<file path="src/rtl/alt_pkg.sv">
`timescale 1ns / 1ps

package alt_pkg;

    // Default number of instruction slots per line.
    localparam int SLOTS_DEF = 3;

    // Register digits '0' up to '0' + REGISTER_COUNT - 1 continue a register token.
    localparam int REGISTER_COUNT = 4;

    // Character codes.
    localparam logic [7:0] CH_UPPER_A = 8'd65;
    localparam logic [7:0] CH_UPPER_Z = 8'd90;
    localparam logic [7:0] CH_DIGIT_0 = 8'd48;
    localparam logic [7:0] CH_DIGIT_9 = 8'd57;
    localparam logic [7:0] CH_REG     = 8'd82;

    // Word buffer holds four characters, first character in the top byte.
    localparam int          WORD_DEPTH = 4;
    localparam logic [2:0]  WORD_SAT   = 3'd5;
    localparam int          MNEMONICS  = 18;
    localparam logic [31:0] WORD_JZ    = {"JZ", 16'h0000};
    localparam logic [31:0] VALUE_JZ   = 32'hFFFF_FFFF;

    // Largest number token value.
    localparam logic [30:0] NUM_MAX = 31'h7FFF_FFFF;

    localparam logic [31:0] MNEM_TEXT [MNEMONICS] = '{
        {"ADD", 8'h00}, {"SUB", 8'h00}, {"MUL", 8'h00}, {"DIV", 8'h00},
        {"MOD", 8'h00}, {"STP", 8'h00}, {"LDI", 8'h00}, {"ADR", 8'h00},
        {"SUR", 8'h00}, {"INC", 8'h00}, {"DEC", 8'h00}, {"JMP", 8'h00},
        {"CMP", 8'h00}, {"JE", 16'h0000}, {"STI", 8'h00}, {"LDM", 8'h00},
        "PUSH",         {"POP", 8'h00}
    };

    localparam logic [2:0] MNEM_LEN [MNEMONICS] = '{
        3'd3, 3'd3, 3'd3, 3'd3, 3'd3, 3'd3, 3'd3, 3'd3, 3'd3,
        3'd3, 3'd3, 3'd3, 3'd3, 3'd2, 3'd3, 3'd3, 3'd4, 3'd3
    };

    // Token class of the pending token.
    typedef enum logic [3:0] {
        TOK_NONE = 4'b0001,
        TOK_REG  = 4'b0010,
        TOK_WORD = 4'b0100,
        TOK_NUM  = 4'b1000
    } t_tok;

    typedef struct packed {
        logic [7:0] ch;
        logic       line_end;
    } t_in_item;

    typedef struct packed {
        logic signed [31:0] slot_value;
        logic [1:0]         slot_index;
        logic               last;
        logic               too_many_tokens;
    } t_out_item;

    // Line flush from the tokenizer to the result sequencer.
    typedef struct packed {
        logic load;
        logic too_many;
    } t_flush;

    // Value of a finished word token. Unused characters of the buffer are zero,
    // as are the padding bytes of the table, so whole words are compared.
    function automatic logic [31:0] word_value(logic [31:0] chars, logic [2:0] len);
        logic [31:0] v;
        begin
            v = 32'd0;
            if (len == 3'd2 && chars == WORD_JZ) begin
                v = VALUE_JZ;
            end else if (len <= 3'(WORD_DEPTH)) begin
                // Scan downward so that the lowest matching entry wins.
                for (int i = MNEMONICS - 1; i >= 0; i--) begin
                    if (MNEM_LEN[i] == len && MNEM_TEXT[i] == chars) begin
                        v = 32'(i);
                    end
                end
            end
            return v;
        end
    endfunction

endpackage

</file>
<file path="src/rtl/alt_core.sv">
`timescale 1ns / 1ps

module alt_core #(
    parameter int SLOTS = alt_pkg::SLOTS_DEF
) (
    input  logic                        i_clk,
    input  logic                        i_rst_n,
    input  logic                        i_take,
    input  alt_pkg::t_in_item           i_item,
    output alt_pkg::t_flush             o_flush,
    output logic [SLOTS-1:0][31:0]      o_values
);
    import alt_pkg::*;

    localparam int CNTW = $clog2(SLOTS + 1);
    localparam int IDXW = (SLOTS > 1) ? $clog2(SLOTS) : 1;

    t_tok                  r_tok,    n_tok;
    logic [31:0]           r_word,   n_word;
    logic [2:0]            r_wlen,   n_wlen;
    logic [30:0]           r_accum,  n_accum;
    logic [1:0]            r_rdig,   n_rdig;
    logic [SLOTS-1:0][31:0] r_slots, n_slots;
    logic [CNTW-1:0]       r_count,  n_count;
    logic                  r_flag,   n_flag;

    logic [7:0]            c;
    logic                  is_upper;
    logic                  is_digit;
    logic                  is_regd;
    logic [34:0]           num_next;
    logic [31:0]           tok_value;
    logic                  finish;
    logic [SLOTS-1:0][31:0] w_slots;
    logic                  w_flag;
    logic [CNTW-1:0]       w_count;

    // Character classes.
    assign c        = i_item.ch;
    assign is_upper = (c >= CH_UPPER_A) && (c <= CH_UPPER_Z);
    assign is_digit = (c >= CH_DIGIT_0) && (c <= CH_DIGIT_9);
    assign is_regd  = (c >= CH_DIGIT_0) && (c < (CH_DIGIT_0 + 8'(REGISTER_COUNT)));

    // Next decimal value: accum * 10 + digit, saturated later.
    assign num_next = {1'b0, r_accum, 3'b000} + {3'b000, r_accum, 1'b0}
                    + {27'd0, c - CH_DIGIT_0};

    // Value of the pending token if it finishes now.
    always_comb begin
        case (r_tok)
            TOK_REG:  tok_value = (r_rdig == 2'd1) ? {1'b0, r_accum} : 32'd0;
            TOK_WORD: tok_value = word_value(r_word, r_wlen);
            TOK_NUM:  tok_value = {1'b0, r_accum};
            default:  tok_value = 32'd0;
        endcase
    end

    // Token state update and start of a new token.
    always_comb begin
        n_tok   = r_tok;
        n_word  = r_word;
        n_wlen  = r_wlen;
        n_accum = r_accum;
        n_rdig  = r_rdig;
        finish  = 1'b0;
        if (i_take) begin
            if (i_item.line_end) begin
                finish = 1'b1;
            end else if (r_tok == TOK_REG && is_regd) begin
                if (r_rdig == 2'd0) begin
                    n_accum = 31'(c - CH_DIGIT_0);
                end
                if (r_rdig < 2'd2) begin
                    n_rdig = r_rdig + 2'd1;
                end
            end else if (r_tok == TOK_WORD && is_upper) begin
                for (int k = 0; k < WORD_DEPTH; k++) begin
                    if (r_wlen == 3'(k)) begin
                        n_word[8*(WORD_DEPTH-1-k) +: 8] = c;
                    end
                end
                if (r_wlen < WORD_SAT) begin
                    n_wlen = r_wlen + 3'd1;
                end
            end else if (r_tok == TOK_NUM && is_digit) begin
                n_accum = (num_next[34:31] != 4'd0) ? NUM_MAX : num_next[30:0];
            end else begin
                finish = 1'b1;
            end

            if (finish) begin
                n_tok   = TOK_NONE;
                n_word  = 32'd0;
                n_wlen  = 3'd0;
                n_accum = 31'd0;
                n_rdig  = 2'd0;
                if (!i_item.line_end) begin
                    if (c == CH_REG) begin
                        n_tok = TOK_REG;
                    end else if (is_upper) begin
                        n_tok  = TOK_WORD;
                        n_word = {c, 24'd0};
                        n_wlen = 3'd1;
                    end else if (is_digit) begin
                        n_tok   = TOK_NUM;
                        n_accum = 31'(c - CH_DIGIT_0);
                    end
                end
            end
        end
    end

    // Slot store: a finished token goes to the next free slot or sets the flag; a line end clears them.
    always_comb begin
        w_slots = r_slots;
        w_flag  = r_flag;
        w_count = r_count;
        if (finish && r_tok != TOK_NONE) begin
            if (r_count < CNTW'(SLOTS)) begin
                w_slots[r_count[IDXW-1:0]] = tok_value;
                w_count = r_count + CNTW'(1);
            end else begin
                w_flag = 1'b1;
            end
        end
        n_slots = w_slots;
        n_flag  = w_flag;
        n_count = w_count;
        if (i_take && i_item.line_end) begin
            n_slots = '0;
            n_flag  = 1'b0;
            n_count = '0;
        end
    end

    assign o_flush.load     = i_take && i_item.line_end;
    assign o_flush.too_many = w_flag;
    assign o_values         = w_slots;

    // State registers.
    always_ff @(posedge i_clk) begin
        if (!i_rst_n) begin
            r_tok   <= TOK_NONE;
            r_word  <= 32'd0;
            r_wlen  <= 3'd0;
            r_accum <= 31'd0;
            r_rdig  <= 2'd0;
            r_slots <= '0;
            r_count <= '0;
            r_flag  <= 1'b0;
        end else begin
            r_tok   <= n_tok;
            r_word  <= n_word;
            r_wlen  <= n_wlen;
            r_accum <= n_accum;
            r_rdig  <= n_rdig;
            r_slots <= n_slots;
            r_count <= n_count;
            r_flag  <= n_flag;
        end
    end

endmodule

</file>
<file path="src/rtl/alt_emit.sv">
`timescale 1ns / 1ps

module alt_emit #(
    parameter int SLOTS = alt_pkg::SLOTS_DEF
) (
    input  logic                   i_clk,
    input  logic                   i_rst_n,
    input  alt_pkg::t_flush        i_flush,
    input  logic [SLOTS-1:0][31:0] i_values,
    output logic                   o_can_load,
    output logic                   o_valid,
    input  logic                   i_ready,
    output alt_pkg::t_out_item     o_item
);
    import alt_pkg::*;

    localparam int             IDXW     = (SLOTS > 1) ? $clog2(SLOTS) : 1;
    localparam logic [IDXW-1:0] IDX_LAST = IDXW'(SLOTS - 1);

    logic                   r_busy;
    logic [IDXW-1:0]        r_idx;
    logic [SLOTS-1:0][31:0] r_buf;
    logic                   r_flag;
    logic                   at_last;

    assign at_last    = (r_idx == IDX_LAST);
    assign o_can_load = !r_busy || (i_ready && at_last);

    // Control: walk through the slots, one transaction per slot.
    always_ff @(posedge i_clk) begin
        if (!i_rst_n) begin
            r_busy <= 1'b0;
            r_idx  <= '0;
        end else if (i_flush.load) begin
            r_busy <= 1'b1;
            r_idx  <= '0;
        end else if (r_busy && i_ready) begin
            if (at_last) begin
                r_busy <= 1'b0;
            end else begin
                r_idx <= r_idx + IDXW'(1);
            end
        end
    end

    // Snapshot of the line's slot values.
    always_ff @(posedge i_clk) begin
        if (i_flush.load) begin
            r_buf  <= i_values;
            r_flag <= i_flush.too_many;
        end
    end

    assign o_valid                = r_busy;
    assign o_item.slot_value      = r_buf[r_idx];
    assign o_item.slot_index      = 2'(r_idx);
    assign o_item.last            = at_last;
    assign o_item.too_many_tokens = r_flag;

endmodule

</file>
<file path="src/rtl/assembly_line_tokenizer.sv">
`timescale 1ns / 1ps
// A byte is registered on acceptance and tokenized from the input register; the first result of
// a line is presented once the sequencer has taken the line's snapshot on its line end.
// Throughput: one byte per cycle while no line end waits for the sequencer; each line end yields
// SLOTS results, one per cycle from the result sequencer while the output is ready.
// Reset: synchronous, active low; clears the token state, the slots and all handshakes.

module assembly_line_tokenizer #(
    parameter int SLOTS = alt_pkg::SLOTS_DEF
) (
    input  logic                i_clk,
    input  logic                i_rst_n,
    input  logic                i_in_valid,
    output logic                o_in_ready,
    input  alt_pkg::t_in_item   i_in_item,
    output logic                o_out_valid,
    input  logic                i_out_ready,
    output alt_pkg::t_out_item  o_out_item
);
    import alt_pkg::*;

    logic                   r_in_valid;
    t_in_item               r_in;
    logic                   core_take;
    logic                   can_load;
    t_flush                 flush;
    logic [SLOTS-1:0][31:0] values;

    // A line end waits in the input register until the sequencer can take the line.
    assign core_take  = r_in_valid && (!r_in.line_end || can_load);
    assign o_in_ready = !r_in_valid || core_take;

    // Input register.
    always_ff @(posedge i_clk) begin
        if (!i_rst_n) begin
            r_in_valid <= 1'b0;
        end else if (o_in_ready) begin
            r_in_valid <= i_in_valid;
        end
    end

    always_ff @(posedge i_clk) begin
        if (o_in_ready && i_in_valid) begin
            r_in <= i_in_item;
        end
    end

    alt_core #(
        .SLOTS (SLOTS)
    ) u_core (
        .i_clk    (i_clk),
        .i_rst_n  (i_rst_n),
        .i_take   (core_take),
        .i_item   (r_in),
        .o_flush  (flush),
        .o_values (values)
    );

    alt_emit #(
        .SLOTS (SLOTS)
    ) u_emit (
        .i_clk      (i_clk),
        .i_rst_n    (i_rst_n),
        .i_flush    (flush),
        .i_values   (values),
        .o_can_load (can_load),
        .o_valid    (o_out_valid),
        .i_ready    (i_out_ready),
        .o_item     (o_out_item)
    );

endmodule
</file>
<file path="config.mk">
export PLATFORM = sky130hd
export DESIGN_NAME = assembly_line_tokenizer
export DESIGN_NICKNAME = d
export VERILOG_FILES = /design/src/rtl/alt_pkg.sv /design/src/rtl/alt_core.sv /design/src/rtl/alt_emit.sv /design/src/rtl/assembly_line_tokenizer.sv
export SDC_FILE = /design/constraint.sdc
export NUM_CORES = 1
export LEC_CHECK = 0
export BUFFER_PORTS_ARGS = -buffer_cell sky130_fd_sc_hd__clkbuf_2
export CORE_AREA = 5 5 159 161
export CTS_CLUSTER_DIAMETER = 120
export CTS_CLUSTER_SIZE = 30
export DETAILED_ROUTE_END_ITERATION = 7
export DIE_AREA = 0 0 164 166
export GPL_ROUTABILITY_DRIVEN = 1
export PLACE_DENSITY = 0.87
export RECOVER_POWER = 50
export SYNTH_ARGS = -nofsm -noshare
export SYNTH_HDL_FRONTEND = slang
export SYNTH_HIERARCHICAL = 1
export SYNTH_SLANG_ARGS = --single-unit
</file>
<file path="constraint.sdc">
create_clock -name i_clk -period 7.7 [get_ports i_clk]
set_clock_uncertainty 0.05 [all_clocks]
set_input_delay 0.385 -clock i_clk [delete_from_list [all_inputs] [get_ports i_clk]]
set_output_delay 0.385 -clock i_clk [all_outputs]
set_load 0.005 [all_outputs]
</file>
==> flow_summary.yaml <==
clocking:
  post-cts-setup-buffers: 0
  cts_resized: 0
  cts_hold_buffers: 0
  clk_latency_ns: 0.49
  cts_tree: "yes"
  clockBufferDepth: 3
  clock_tree.root_cell: "clkbuf_16"
  clkTransAtPathRegs_ns: 0.11
  cts_sinks: 281
  htree_num_levels: 1
  numCtsBuffers: 13
worst_hold_path:
  min-delay-start: "i_in_item[5]"
  min_to: "r_in[5]$_DFFE_PP_"
  whs_path_depth: 1
  holdCritPathClass: "in -> reg"
floorplan:
  num_rows: 57
  die_w_um: 164
  start_util_pct: 60.80
  dieArea_um2: 27220
  ios: 51
  core_area_um2: 23820
  die_h_um: 166
power_and_ir_drop:
  internal_power_mw: 1.985
  p_sw_share_pct: 24.19
  p_per_area_nw_per_um2: 174.2
  power_switching_mw: 0.6334
  comb_power_share_pct: 9.5
  leakage_nw: 5.454
  ir_worst_vdd_uv: 123.0
  clkPwrFrac_pct: 29.7
  pwr-share-seq_pct: 60.8
synthesis:
  synth_area_leaders: "dfxtp_1, edfxtp_1, ha_1"
  syn_nets: 1534
  yosysTopAreaCell: "dfxtp_1"
  seq_area_frac_synth_pct: 46.16
  yosys_warnings: 6
  synth_edf_count: 106
  async_flop_share_pct: 0
  synthFlopType: "dfxtp_1"
  ys_ff_latch: 281
  syn_inst: 1442
  synth.distinct_cells: 84
  syn_avg_cell_area_um2: 10.04
  synth.top_cell.area_share_pct: 24.19
  synth_area_um2: 14480
critical_path:
  r2r_cells: 12
  setup.worst_path.start_class: "flip-flop"
  cp_max_fo: 57
  rr_startpoint: "u_emit/r_idx[0]$_SDFFE_PP0P_"
  worstPathArrival_ns: 6.41
  r2r_slack_ns: 1.62
  required_ns: 8.03
  crit_type: "reg -> reg"
  crit_path_end_kind: "flip-flop"
  rr_endpoint: "u_emit/r_idx[0]$_SDFFE_PP0P_"
grt:
  grt_pass1_wl_um: 53620
  grt_usage_pct: 23.60
  grt_max_degree: 58
  grt_overflow: 0
  antenna_found_initial: 0
  grt_pass1_vias: 10580
timing:
  tightest_slew_ns: 2.751
  setup_viol: 0
  hold_violations: 0
  max_freq_mhz: 164.5
  post-route-period-util_pct: 78.96
  finalMaxSlewViolations: 154
  final.setup.tns_ns: 0
  rsz0062_at_grt: "false"
  fin_crit_ns: 6.080
  relSlewSlack_pct: -83.41
final_layout:
  nFillCells: 1897
  fin_cells: 1763
  final_cell_mix: "dfxtp_1, nand2_1, nor2b_1, edfxtp_1, a21oi_1"
  postLayoutCoreUtil_pct: 63.10
  final_common_cell: "dfxtp_1"
  area_growth_pct: 3.775
  num_antenna_cells: 0
  nets: 1525
  layout-drive-gt1-share_pct: 8.687
placed_design:
  dpl.cell_count: 1742
  place_congestion: 0.9265
  io_buffers: 50
  dp_hpwl_um: 22850
route:
  via_per_inst: 6.267
  routed-via-count: 11050
  totalWireLength_um: 32920
  first_pass_iters: 5
  postRouteAntennaNets: 0
  drt_iter0_drc: 1196
  wl_per_cell_um: 18.67
  drc: 0
flow_run:
  max_cap_violations: 5
outcome:
  violations: "capacitance limit, slew limit"
  status: "finished, violations left"
Yosys cell counts (all sizes together), types with 20 or more instances:
library cell and instances:
edfxtp 106, clkbuf 45, dfxtp 175, o21ai 111, a21oi 94, inv 42
a22oi 20, o2bb2ai 33, nor2 62, mux2i 36, ha 73, nand2 147
buf 38, a21boi 21, nor3 23, o221a 25, nand3 27, nor2b 113
sequential cells by signal, indices dropped and copies added (netlist names):
name and cells:
r_in 9, r_in_valid 1, u_core/r_accum 31, u_core/r_count 2, u_core/r_flag 1, u_core/r_rdig 2, u_core/r_slots 96, u_core/r_tok 4
u_core/r_wlen 3, u_core/r_word 32, u_emit/o_valid 1, u_emit/r_buf 96, u_emit/r_flag 1, u_emit/r_idx 2
area by class of cell:
cell class / count / area (um2) / share of cell area (%)
clock buffers: 20 / 351.6 / 2.339
clock inverters: 1 / 20.02 / 0.1332
inverters: 42 / 157.7 / 1.049
multi-input cells: 1036 / 7139 / 47.50
flip-flops and latches: 281 / 6686 / 44.49
well taps: 324 / 405.4 / 2.697
repair buffers: 59 / 270.3 / 1.798
worst max-delay path, stage by stage, from the launching register on:
cell      delay, ns
dfxtp_1        0.33
inv_1          0.05
ha_1           0.23
a21boi_0       0.16
inv_1          0.13
inv_1          0.05
a21boi_0       0.97
inv_1          0.42
nor2_4         0.18
clkbuf_1       1.78
clkbuf_2       1.29
or3b_1         0.25
mux2i_1        0.08
power by group through the flow:
| stage | registers (mW) | clock network (mW) | logic (mW) |
|---|---|---|---|
| final | 1.59 | 0.777 | 0.250 |
| after global routing | 1.60 | 0.847 | 0.277 |
| after CTS | 1.59 | 0.787 | 0.253 |
| after detailed placement | 1.62 | 0 | 0.251 |
| after global placement | 1.62 | 0 | 0.244 |
| after floorplan | 1.61 | 0 | 0.194 |
through the flow:
stage / area (um2) / power (mW) / setup slack, ns / hold slack, ns
finish: 15030 / 2.619 / 1.620 / 0.02175
global route: 15030 / 2.719 / 1.240 / 0.007801
detailed placement: 14800 / 1.876 / 2.754 / 0.4118
floorplan: 14480 / 1.808 / 1.505 / 0.3896
global placement: 14800 / 1.867 / 2.847 / 0.3991
CTS: 15170 / 2.630 / 2.723 / 0.01095
how the worst max path moves through the flow:
| stage | startpoint | endpoint | slack (ns) | depth (start not counted) |
|---|---|---|---|---|
| floorplan | u_emit/r_idx[0]$_SDFFE_PP0P_ | u_emit/r_idx[0]$_SDFFE_PP0P_ | 1.51 | 12 |
| CTS | r_in[5]$_DFFE_PP_ | u_core/r_accum[6]$_SDFFE_PN0P_ | 2.72 | 14 |
| detailed placement | r_in[5]$_DFFE_PP_ | u_core/r_accum[20]$_SDFFE_PN0P_ | 2.75 | 14 |
| global route | u_emit/r_idx[0]$_SDFFE_PP0P_ | u_emit/r_idx[0]$_SDFFE_PP0P_ | 1.24 | 12 |
| finish | u_emit/r_idx[0]$_SDFFE_PP0P_ | u_emit/r_idx[0]$_SDFFE_PP0P_ | 1.62 | 12 |
| global placement | r_in[5]$_DFFE_PP_ | u_core/r_accum[18]$_SDFFE_PN0P_ | 2.85 | 14 |
logic make-up after synthesis:
group / share of synthesized area, %
and+or+nand+nor: 18.53
AOI/OAI and AO/OA: 19.86
DFF: 46.16
buffers and inverters: 4.069
adders and majority gates: 7.136
muxes: 2.488
xor gates and xnor gates: 1.754
routing by layer:
layer / vias to the layer above / track usage [%] / wire (um)
met4: 0 / 7.039 / 858
met5: - / 0 / 0
met1: 5258 / 33.88 / 14680
met2: 444 / 37.17 / 14920
met3: 82 / 3.549 / 2469
li1: 5265 / - / -
Power figures use the tool's default switching activity.
